$ cat src/rtl/core/mfsd_pkg.sv
// ----------------------------------------------------------------------------
// mfsd_pkg
// Shared types, constants and the byte-wide crc update for the modbus frame
// status decoder.
// ----------------------------------------------------------------------------
package mfsd_pkg;

  // frame layout
  localparam int FRAME_BYTES  = 20;
  localparam int CELL_COUNT   = FRAME_BYTES - 1;
  localparam int POS_W        = $clog2(FRAME_BYTES);
  localparam int CRC_SPAN     = 18;

  // codes and thresholds
  localparam logic [7:0]  FUNC_COMMAND      = 8'h05;
  localparam logic [7:0]  COUNT_RESET_AT    = 8'd9;
  localparam logic [7:0]  COUNT_CLASSIFY_AT = 8'd3;
  localparam logic [7:0]  COUNT_MAX         = 8'hFF;
  localparam logic [15:0] CRC_INIT          = 16'hFFFF;
  localparam logic [15:0] CRC_POLY          = 16'hA001;
  localparam logic [15:0] SPEED_LIMIT_RESET = 16'd62;

  typedef logic [7:0] byte_t;
  typedef logic [CELL_COUNT-1:0][7:0] cell_row_t;

  typedef enum logic [2:0] {
    ST_COMMAND    = 3'd0,
    ST_CRC_ERROR  = 3'd1,
    ST_NO_STATUS  = 3'd2,
    ST_STOPPED    = 3'd3,
    ST_OBSTRUCTED = 3'd4,
    ST_NORMAL     = 3'd5
  } frame_status_t;

  typedef struct packed {
    frame_status_t frame_status;
    byte_t         station_address;
    byte_t         function_code;
    byte_t         sequence_count;
  } frame_result_t;

  // reflected crc-16 update over one byte, lsb first
  function automatic logic [15:0] crc_feed(input logic [15:0] crc, input byte_t b);
    logic [15:0] c;
    c = crc ^ {8'h00, b};
    for (int k = 0; k < 8; k++) begin
      if (c[0]) begin
        c = (c >> 1) ^ CRC_POLY;
      end else begin
        c = c >> 1;
      end
    end
    return c;
  endfunction

endpackage

$ cat src/rtl/core/mfsd_cell.sv
// ----------------------------------------------------------------------------
// mfsd_cell
// One byte cell of the frame shift line; takes its neighbour's byte on shift.
// ----------------------------------------------------------------------------
module mfsd_cell (
  input  logic              clk,
  input  logic              shift_en,
  input  mfsd_pkg::byte_t   din,
  output mfsd_pkg::byte_t   dout
);
  import mfsd_pkg::*;

  byte_t held;

  // byte register, payload only
  always_ff @(posedge clk) begin
    if (shift_en) begin
      held <= din;
    end
  end

  assign dout = held;

endmodule

$ cat src/rtl/core/mfsd_judge.sv
// ----------------------------------------------------------------------------
// mfsd_judge
// End-of-frame decision: sequence count update, crc check and motor status.
// ----------------------------------------------------------------------------
module mfsd_judge (
  input  mfsd_pkg::cell_row_t     cells,
  input  mfsd_pkg::byte_t         last_byte,
  input  logic [15:0]             crc,
  input  mfsd_pkg::byte_t         seq_count,
  input  mfsd_pkg::byte_t         prev_func,
  input  logic [15:0]             speed_limit,
  output mfsd_pkg::frame_result_t result,
  output mfsd_pkg::byte_t         seq_next
);
  import mfsd_pkg::*;

  // byte i of the frame sits in cell CELL_COUNT-1-i
  function automatic byte_t frame_byte(input cell_row_t row, input int i);
    return row[CELL_COUNT-1-i];
  endfunction

  byte_t         func;
  byte_t         seq_upd;
  logic [15:0]   rx_crc;
  logic [15:0]   w2;
  logic [15:0]   w3;
  logic [15:0]   w4;
  frame_status_t status;

  always_comb begin
    func   = frame_byte(cells, 1);
    rx_crc = {last_byte, frame_byte(cells, CRC_SPAN)};
    w2     = {frame_byte(cells, 5), frame_byte(cells, 6)};
    w3     = {frame_byte(cells, 7), frame_byte(cells, 8)};
    w4     = {frame_byte(cells, 9), frame_byte(cells, 10)};

    // sequence count update
    if (func == FUNC_COMMAND || prev_func == FUNC_COMMAND) begin
      seq_upd = 8'd1;
    end else if (seq_count != COUNT_MAX) begin
      seq_upd = seq_count + 8'd1;
    end else begin
      seq_upd = seq_count;
    end

    // status classification, first match wins
    if (func == FUNC_COMMAND) begin
      status = ST_COMMAND;
    end else if (rx_crc != crc) begin
      status = ST_CRC_ERROR;
    end else if (seq_upd < COUNT_CLASSIFY_AT) begin
      status = ST_NO_STATUS;
    end else if (w2 == 16'h0000 && w3 == 16'h0000 && w4 == 16'h0000) begin
      status = ST_STOPPED;
    end else if (frame_byte(cells, 11) != 8'h00) begin
      status = ST_OBSTRUCTED;
    end else if (w2 != 16'h0000 && w3 <= speed_limit) begin
      status = ST_NORMAL;
    end else begin
      status = ST_NO_STATUS;
    end

    // clear at nine or more after a good non-command frame
    if (status != ST_COMMAND && status != ST_CRC_ERROR && seq_upd >= COUNT_RESET_AT) begin
      seq_next = 8'd0;
    end else begin
      seq_next = seq_upd;
    end

    result.frame_status    = status;
    result.station_address = frame_byte(cells, 0);
    result.function_code   = func;
    result.sequence_count  = seq_upd;
  end

endmodule

$ cat src/rtl/core/modbus_frame_status_decoder_unit.sv
// ----------------------------------------------------------------------------
// modbus_frame_status_decoder_unit
// Gathers received bytes into 20-byte modbus frames and reports one status
// item per frame.
// ----------------------------------------------------------------------------
// One received byte is taken every clock cycle. Bytes shift through a row of
// nineteen byte cells while a byte-wide crc-16 update runs alongside; on the
// twentieth byte the frame is judged in the same cycle and the result item is
// registered, appearing on the output in the cycle after the last byte. The input
// stalls only on a frame's last byte, and only while the previous result item
// still sits in the output register and is not being taken. The speed limit
// register may be written at any time the block is idle and resets to 62.
module modbus_frame_status_decoder_unit (
  input  logic        clk,
  input  logic        rst,
  // config write channel: normal_speed_limit
  input  logic        cfg_valid,
  output logic        cfg_ready,
  input  logic [15:0] cfg_data,
  // input items: [7:0] rx_byte
  input  logic        s_axis_tvalid,
  output logic        s_axis_tready,
  input  logic [7:0]  s_axis_tdata,
  // result items: [2:0] frame_status, [10:3] station_address,
  // [18:11] function_code, [26:19] sequence_count, [31:27] zero
  output logic        m_axis_tvalid,
  input  logic        m_axis_tready,
  output logic [31:0] m_axis_tdata
);
  import mfsd_pkg::*;

  logic             in_acc;
  logic             pos_last;
  logic [POS_W-1:0] pos;
  logic [15:0]      crc;
  logic [15:0]      speed_limit;
  byte_t            seq_count;
  byte_t            prev_func;
  byte_t            seq_next;
  cell_row_t        cells;
  frame_result_t    judged;
  frame_result_t    out_item;

  assign pos_last      = (pos == POS_W'(FRAME_BYTES - 1));
  assign s_axis_tready = !pos_last || !m_axis_tvalid || m_axis_tready;
  assign in_acc        = s_axis_tvalid && s_axis_tready;
  assign cfg_ready     = 1'b1;

  // config register
  always_ff @(posedge clk) begin
    if (rst) begin
      speed_limit <= SPEED_LIMIT_RESET;
    end else if (cfg_valid && cfg_ready) begin
      speed_limit <= cfg_data;
    end
  end

  // chain of byte cells, newest byte in cell 0
  for (genvar k = 0; k < CELL_COUNT; k++) begin : g_cell
    byte_t cell_in;
    if (k == 0) begin : g_head
      assign cell_in = s_axis_tdata;
    end else begin : g_link
      assign cell_in = cells[k-1];
    end
    mfsd_cell u_cell (
      .clk      (clk),
      .shift_en (in_acc),
      .din      (cell_in),
      .dout     (cells[k])
    );
  end

  // end of frame decision
  mfsd_judge u_judge (
    .cells       (cells),
    .last_byte   (s_axis_tdata),
    .crc         (crc),
    .seq_count   (seq_count),
    .prev_func   (prev_func),
    .speed_limit (speed_limit),
    .result      (judged),
    .seq_next    (seq_next)
  );

  // byte position and running crc
  always_ff @(posedge clk) begin
    if (rst) begin
      pos <= '0;
      crc <= CRC_INIT;
    end else if (in_acc) begin
      if (pos_last) begin
        pos <= '0;
        crc <= CRC_INIT;
      end else begin
        pos <= pos + POS_W'(1);
        if (pos < POS_W'(CRC_SPAN)) begin
          crc <= crc_feed(crc, s_axis_tdata);
        end
      end
    end
  end

  // sequence state, updated once per frame
  always_ff @(posedge clk) begin
    if (rst) begin
      seq_count <= 8'd0;
      prev_func <= 8'd0;
    end else if (in_acc && pos_last) begin
      seq_count <= seq_next;
      prev_func <= judged.function_code;
    end
  end

  // output register
  always_ff @(posedge clk) begin
    if (rst) begin
      m_axis_tvalid <= 1'b0;
    end else if (in_acc && pos_last) begin
      m_axis_tvalid <= 1'b1;
    end else if (m_axis_tready) begin
      m_axis_tvalid <= 1'b0;
    end
  end

  always_ff @(posedge clk) begin
    if (in_acc && pos_last) begin
      out_item <= judged;
    end
  end

  assign m_axis_tdata = {5'b00000, out_item.sequence_count, out_item.function_code,
                         out_item.station_address, 3'(out_item.frame_status)};

  // checks
  a_rose_after_last: assert property (@(posedge clk) disable iff (rst)
    $rose(m_axis_tvalid) |-> $past(in_acc && pos_last))
    else $error("result item appeared without a completed frame");

  a_slot_free: assert property (@(posedge clk) disable iff (rst)
    (in_acc && pos_last) |-> (!m_axis_tvalid || m_axis_tready))
    else $error("result item overwritten before it was taken");

  a_crc_start: assert property (@(posedge clk) disable iff (rst)
    (pos == '0) |-> (crc == CRC_INIT))
    else $error("running crc not at its initial value at frame start");

  a_pos_range: assert property (@(posedge clk) disable iff (rst)
    (pos <= POS_W'(FRAME_BYTES - 1)))
    else $error("byte position beyond the frame");

endmodule

$ cat config.mk
export PLATFORM = sky130hd
export DESIGN_NAME = modbus_frame_status_decoder_unit
export DESIGN_NICKNAME = d
export VERILOG_FILES = /design/src/rtl/core/mfsd_pkg.sv /design/src/rtl/core/mfsd_cell.sv /design/src/rtl/core/mfsd_judge.sv /design/src/rtl/core/modbus_frame_status_decoder_unit.sv
export SDC_FILE = /design/constraint.sdc
export NUM_CORES = 1
export LEC_CHECK = 0
export ABC_AREA = 0
export BUFFER_PORTS_ARGS = -buffer_cell sky130_fd_sc_hd__buf_2
export CAP_MARGIN = 20
export CORE_ASPECT_RATIO = 1.25
export CORE_MARGIN = 3
export CORE_UTILIZATION = 40
export CTS_CLUSTER_DIAMETER = 60
export CTS_CLUSTER_SIZE = 30
export DETAILED_ROUTE_END_ITERATION = 7
export MAX_ROUTING_LAYER = met4
export SLEW_MARGIN = 20
export SYNTH_ARGS = -nofsm -noshare
export SYNTH_HDL_FRONTEND = slang
export SYNTH_SLANG_ARGS = --single-unit
$ cat constraint.sdc
create_clock -name clk -period 9.1 [get_ports clk]
set_input_delay 1.82 -clock clk [delete_from_list [all_inputs] [get_ports clk]]
set_output_delay 1.82 -clock clk [all_outputs]
set_load 0.02 [all_outputs]
==> metrics.md, run 1 <==
| Metric | Value |
|---|---|
| Outcome | `complete, no violations` |
| Number of H-tree levels | `1` |
| Sort of element at the start of the critical path | `input port` |
| Die Wd | `138 um` |
| Count of flip-flops with a built-in enable after synthesis | `~180` |
| Post-CTS clock slew at the launch and capture registers of the worst setup and hold paths | `0.10 ns` |
| Die ar. | `~0.024 sq mm` |
| Area added between synthesis and finish | `12.1%` |
| Clock root buffer master | `clkbuf_16` |
| Antenna Cells | `0` |
| Top post-synthesis cells by count | `179 x edfxtp_1, 56 x nand2_1, 54 x dfxtp_1, 32 x xnor2_1, 29 x nor2_1` |
| Cell taking the most area after synthesis | `edfxtp_1` |
| Post-DP Area | `just over 0.009 sq mm` |
| Fmax | `0.230 GHz` |
| Routed WL | `15.1 mm` |
| Row cnt | `59` |
| Reg-to-reg startpoint | `pos[0]` |
| Worst hold path stage count | `0` |
| Mapped Avg Cell Area | `14.6 sq um` |
| Port buffer count | `57` |
| Clock Latency Late Sink | `0.49 ns` |
| Static leakage | `approximately 3.5 nW` |
| Largest net degree at the start of global routing | `84` |
| Antenna violation net count after detailed routing | `0` |
| Most frequently used flop master after synthesis | `edfxtp_1` |
| Maximum buffer depth of the clock tree | `3` |
| Worst slack after detailed placement | `4.76 ns` |
| Number of top-level design ports | `64` |
| Number of cells on the worst reg-to-reg path | `5` |
| Worst Setup End Kind | `primary output` |
| Core Box Area | `0.0211 sq mm` |
| Sink count of the clock tree | `roughly 230` |
| Yosys warnings | `0` |
| Top cell type's share of synthesized area | `0.616` |
| Area occupied by registers | `0.00646 sq mm` |
| Final-report max-slew violation count | `0` |
| Post-synthesis cell area | `0.00873 sq mm` |
| IR drop worst, VDD | `0.173 mV` |
| Post-CTS sizing | `0` |
| PwrDens | `between 200 and 250 mW/mm^2` |
| Most used standard cell by instance count after synthesis | `edfxtp_1` |
| Overflow left after global routing | `0` |
| Number of antenna violations at the first check in global routing | `0` |
| Leading cell types by total area after synthesis | `edfxtp_1 62%, dfxtp_1 12%, xnor2_1 3.2%, ha_1 2.6%, nand2_1 2.4%` |
| Sequential cell area fraction in the yosys report | `0.739` |
| Total of hold buffers inserted after clock tree synthesis | `0` |
| Worst-margin pin slew | `1.00 ns` |
| Number of distinct standard cells referenced by the synthesized netlist | `47` |
| Number of buffers inserted during clock tree synthesis | `15` |
| Worst hold path type | `reg -> reg` |
| Final-report hold violation count | `0` |
| Synthesized instance count | `598` |
| Starting density of the core | `0.414` |
| Number of global-route vias before repair | `4597` |
| Number of flip-flops and latches in the synthesized netlist | `roughly 230` |
| Setup slack on the worst flop-to-flop path | `around 5.5 ns` |
| GP Congestion | `0.858` |
| Unrepaired setup endpoints after global routing | `false` |
| Post-CTS setup repair buffer count | `0` |
| Relative max-transition margin | `0.331` |
| Worst path arrival time | `~2.5 ns` |
| DRC errors left | `0` |
| Share of post-route cells with drive strength above 1 | `0.136` |
| Max Fanout on Critical Path | `4` |
| WS Path Type | `in -> out` |
| Share of synthesized registers carrying an async set or reset | `0` |
| Utilization of the core after routing | `0.464` |
| Post-detailed-route via-to-cell ratio | `5.07` |
| Hold Startpoint | `g_cell[3].u_cell.dout[3]` |
| # fillers | `between 1500 and 2000` |
| Post-Layout Cell Count | `937` |
| Detailed-placement wirelength estimate | `10.3 mm` |
| Setup slack of the critical path after layout | `4.76 ns` |
| Terminating pin of the worst hold path | `g_cell[4].u_cell.dout[3]` |
| Worst Hold Margin | `0.421 ns` |
| Die Height | `171 um` |
| Data required time at the worst endpoint | `7.28 ns` |
| Nets | `702` |
| Sum of negative setup slack | `0 ns` |
| Max-cap check violation count | `0` |
| Post-route clock skew | `approximately 0.022 ns` |
| First-pass GRT wire length | `24.0 mm` |
| Clock tree from TritonCTS | `built` |
| Number of placed instances, taps included | `around 900` |
| Total number of vias | `4752` |
| Overall routing resource usage | `0.128` |
| Design Power | `2.13 mW` |
| Final period demand of the worst path | `4.34 ns` |
| Detailed router's first-iteration violation count | `376` |
| DR WL/cell | `16.2 um` |
| Area of the multi-input gates | `0.00210 sq mm` |
| Post-route standard cell area excluding fillers | `0.00979 sq mm` |
| Fraction of the cycle the final worst path needs | `0.477` |
| Setup-violating endpoint count in the final report | `0` |
| RR Endpoint | `g_cell[16].u_cell.dout[7]` |
| Detailed Routing Iterations Pass 1 | `5` |
-- flip-flops by register name, summed over array words and instances, names as in the netlist --
register / count
pos: 5
g_cell.u_cell.dout: 152
m_axis_tvalid: 1
speed_limit: 16
seq_count: 8
prev_func: 8
m_axis_tdata: 27
crc: 16
-- per-layer routing --
layer  vias up  track usage  share of wire
li1       2310            -              -
met1      2288        0.155           0.42
met2       128        0.222           0.51
met3        26       0.0259          0.054
met4         0       0.0344          0.018
met5         -            -              0
-- power by group --
| part | internal (mW) | switching (mW) | leakage [nW] | total [mW] |
|---|---|---|---|---|
| Combinational | 0.0839 | 0.0905 | 1.07 | 0.174 |
| Clock | 0.331 | 0.379 | 0.240 | 0.710 |
| Sequential | 1.21 | 0.0369 | 2.19 | 1.24 |
-- worst max-delay path, stage by stage --
cell,delay (ns)
buf_2,0.09
nand2b_1,0.17
or2_2,0.28
buf_2,0.16
-- how the worst max path moves through the flow --
stage / start / to / slack [ns] / depth (start not counted)
global route: m_axis_tready / s_axis_tready / 4.73 / 4
CTS: m_axis_tready / s_axis_tready / 4.76 / 4
global placement: m_axis_tready / s_axis_tready / 4.75 / 4
detailed placement: m_axis_tready / s_axis_tready / 4.76 / 4
finish: m_axis_tready / s_axis_tready / 4.76 / 4
floorplan: m_axis_tready / g_cell[0].u_cell.dout[0] / 3.53 / 3
-- placed cells by master (no fill, tap or decap), types with 15 or more instances in the layout --
cell type and n:
a21oi_1 26, dfxtp_1 54, ha_1 18, nand2_1 56, xnor2_1 32, nor2_1 29, inv_1 21, edfxtp_1 179
nand3_1 17, nor4_1 17, o21ai_0 18, clkbuf_16 15, buf_2 57
-- cell type report --
cell class | count | area share
clock buffer | 16 | 0.0387
clock inverter | 9 | 0.0123
inverter | 23 | 0.00933
multi-input combinational | 323 | 0.215
sequential | 233 | 0.659
tap | 274 | 0.0350
timing repair buffer | 59 | 0.0307
-- cell families after synthesis --
group,share of synthesized area
other cells,0.000860
xor+xnor,0.0470
flops,0.739
fa+ha+maj,0.0258
buf+inv,0.0231
compound gates,0.0546
mux,0.0126
simple gates,0.0967
No activity file was read; power rests on OpenSTA's default activity.
==> run 2, diff against run 1 <==
==> constraint.sdc (replaced) <==
create_clock -name clk -period 4.26 [get_ports clk]
set_input_delay 0.852 -clock clk [delete_from_list [all_inputs] [get_ports clk]]
set_output_delay 0.852 -clock clk [all_outputs]
set_load 0.02 [all_outputs]
==> run 2 against run 1 <==
Effect of this change: worst setup slack lost 3.9 ns; routed wire length increased by 0.16%; highest routed layer unchanged; sequential power grew 110%; utilization rose by 0.23 points; sequential share of layout area fell by 0.33 points; register-to-register slack got worse by 4.7 ns; largest cell class unchanged; global-route usage grew 0.37 points; final cell count increased by 0.21%; power increased by 120%; clock skew grew 0.0088 ns; combinational power rose by 110%; critical path depth increased by 2.
==> metrics.md, run 2 (synthesis gave the netlist of run 1 again) <==
| Metric | Value |
|---|---|
| Share of post-route cells with drive strength above 1 | `0.140` |
| Fmax | `0.296 GHz` |
| Starting density of the core | `0.414` |
| Antenna Cells | `0` |
| Antenna violation net count after detailed routing | `0` |
| Static leakage | `3.52 nW` |
| Max Fanout on Critical Path | `81` |
| Post-detailed-route via-to-cell ratio | `5.08` |
| PwrDens | `~470 mW/mm^2` |
| DR WL/cell | `16.2 um` |
| Die Height | `roughly 170 um` |
| Post-CTS setup repair buffer count | `0` |
| Final-report hold violation count | `0` |
| Sink count of the clock tree | `233` |
| Worst slack after detailed placement | `0.806 ns` |
| Row cnt | `slightly below 60` |
| Unrepaired setup endpoints after global routing | `false` |
| Number of buffers inserted during clock tree synthesis | `15` |
| Hold Startpoint | `g_cell[1].u_cell.dout[7]` |
| Critical path, cell by cell | `ha_1 > nand4bb_1 > o21ai_1 > clkinvlp_4 > buf_4 > buf_4` |
| Final-report max-slew violation count | `0` |
| Core Box Area | `roughly 0.021 sq mm` |
| Port buffer count | `57` |
| Number of H-tree levels | `1` |
| Overall routing resource usage | `0.132` |
| WS Path Type | `reg -> reg` |
| First-pass GRT wire length | `approximately 25 mm` |
| Worst path arrival time | `approximately 3.5 ns` |
| Data required time at the worst endpoint | `4.36 ns` |
| Largest net degree at the start of global routing | `between 80 and 90` |
| Largest stage delay on the critical path | `0.83 ns` |
| Worst-margin pin slew | `between 0.9 and 1 ns` |
| Slowest library cell on the worst path | `buf_4` |
| Reg-to-reg startpoint | `pos[0]` |
| Largest register FFs | `152` |
| Clock Latency Late Sink | `0.49 ns` |
| Number of global-route vias before repair | `between 4000 and 5000` |
| Setup slack of the critical path after layout | `0.884 ns` |
| Overflow left after global routing | `0` |
| DRC errors left | `0` |
| GP Congestion | `slightly below 0.9` |
| Nets | `704` |
| Sort of element at the start of the critical path | `flip-flop` |
| Clock root buffer master | `clkbuf_16` |
| Fraction of the cycle the final worst path needs | `0.792` |
| Clock tree from TritonCTS | `built` |
| Total of hold buffers inserted after clock tree synthesis | `0` |
| CP startpoint | `pos[0]` |
| Routed WL | `15.2 mm` |
| Maximum buffer depth of the clock tree | `3` |
| Post-route clock skew | `0.0312 ns` |
| IR drop worst, VDD | `0.407 mV` |
| Area added between synthesis and finish | `12.7%` |
| Worst Setup End Kind | `flip-flop` |
| Library cell appearing most often on the critical path | `buf_4` |
| Total number of vias | `about 4800` |
| Number of top-level design ports | `64` |
| Worst hold path type | `reg -> reg` |
| Leading cell type in the layout, fill and taps excluded | `edfxtp_1` |
| Area occupied by registers | `0.00646 sq mm` |
| Highest-count cells in the layout ignoring fill and taps | `179 x edfxtp_1, 57 x buf_2, 56 x nand2_1` |
| Post-CTS clock slew at the launch and capture registers of the worst setup and hold paths | `around 0.11 ns` |
| Final period demand of the worst path | `3.38 ns` |
| Number of antenna violations at the first check in global routing | `0` |
| # fillers | `1900` |
| Die ar. | `0.0236 sq mm` |
| Relative max-transition margin | `0.344` |
| Detailed Routing Iterations Pass 1 | `5` |
| Outcome | `complete, no violations` |
| Setup-violating endpoint count in the final report | `0` |
| Detailed-placement wirelength estimate | `10.7 mm` |
| Max-cap check violation count | `0` |
| Sum of negative setup slack | `0 ns` |
| Post-CTS sizing | `0` |
| Detailed router's first-iteration violation count | `between 400 and 500` |
| Area of the multi-input gates | `0.00210 sq mm` |
| Die Wd | `138 um` |
[run 2: cell count changes in the layout (fill, tap and decap cells not counted), moves of 2 or more]
cell      before  now
inv_6          2    0
buf_4          2    4
inv_8          2    0
clkinv_8       0    2
[run 2: metrics by stage]
| stage | hold WS (ns) | instance area, sq um | utilization | std cells | power, mW |
|---|---|---|---|---|---|
| 6_report | 0.399 | 9840 | 0.466 | 939 | 4.58 |
| 2_1_floorplan | 0.400 | 8750 | - | 602 | 2.99 |
| 3_5_place_dp | 0.405 | 9300 | 0.440 | 914 | 3.08 |
| 3_3_place_gp | 0.400 | 9300 | 0.440 | 914 | 3.07 |
| 4_1_cts | 0.397 | 9830 | 0.466 | 939 | 4.64 |
| 5_1_grt | 0.417 | 9840 | 0.466 | 939 | 4.78 |
[run 2: critical path, delay by kind of cell, from the launching register on]
kind | cells | cell delay [ns]
flip-flops | 1 | 0.35
AND/OR/NAND/NOR | 1 | 0.35
AO/OA/AOI/OAI | 1 | 0.28
buffers and inverters | 3 | 1.68
adder cells (fa/ha/maj) | 1 | 0.26
[run 2: report_power, final]
part | internal (mW) | switching, mW | total (mW)
Combinational | 0.179 | 0.184 | 0.364
Sequential | 2.58 | 0.0842 | 2.66
Clock | 0.745 | 0.806 | 1.55
Total | 3.50 | 1.07 | 4.58
[run 2: per-layer routing]
layer / vias up / routed length (um) / track usage
met5: - / 0 / -
met4: 0 / 267 / 0.0305
met3: 19 / 647 / 0.0225
met2: 104 / 8010 / 0.233
met1: 2335 / 6250 / 0.160
li1: 2314 / - / -
[run 2: path summary, 6_finish.rpt]
kind                          endpoint  slack [ns]  depth (start not counted)
max          g_cell[18].u_cell.dout[2]        0.88                          6
min           g_cell[2].u_cell.dout[7]        0.40                          0
max reg2reg  g_cell[18].u_cell.dout[2]        0.88                          6
min reg2reg   g_cell[2].u_cell.dout[7]        0.40                          0
[run 2: final cells by class]
class                   count  share of cell area
clock inverters             9              0.0136
inverters                  23             0.00916
repair buffers             61              0.0320
flip-flops and latches    233               0.656
multi-input cells         323               0.214
clock buffers              16              0.0407
well taps                 274              0.0348
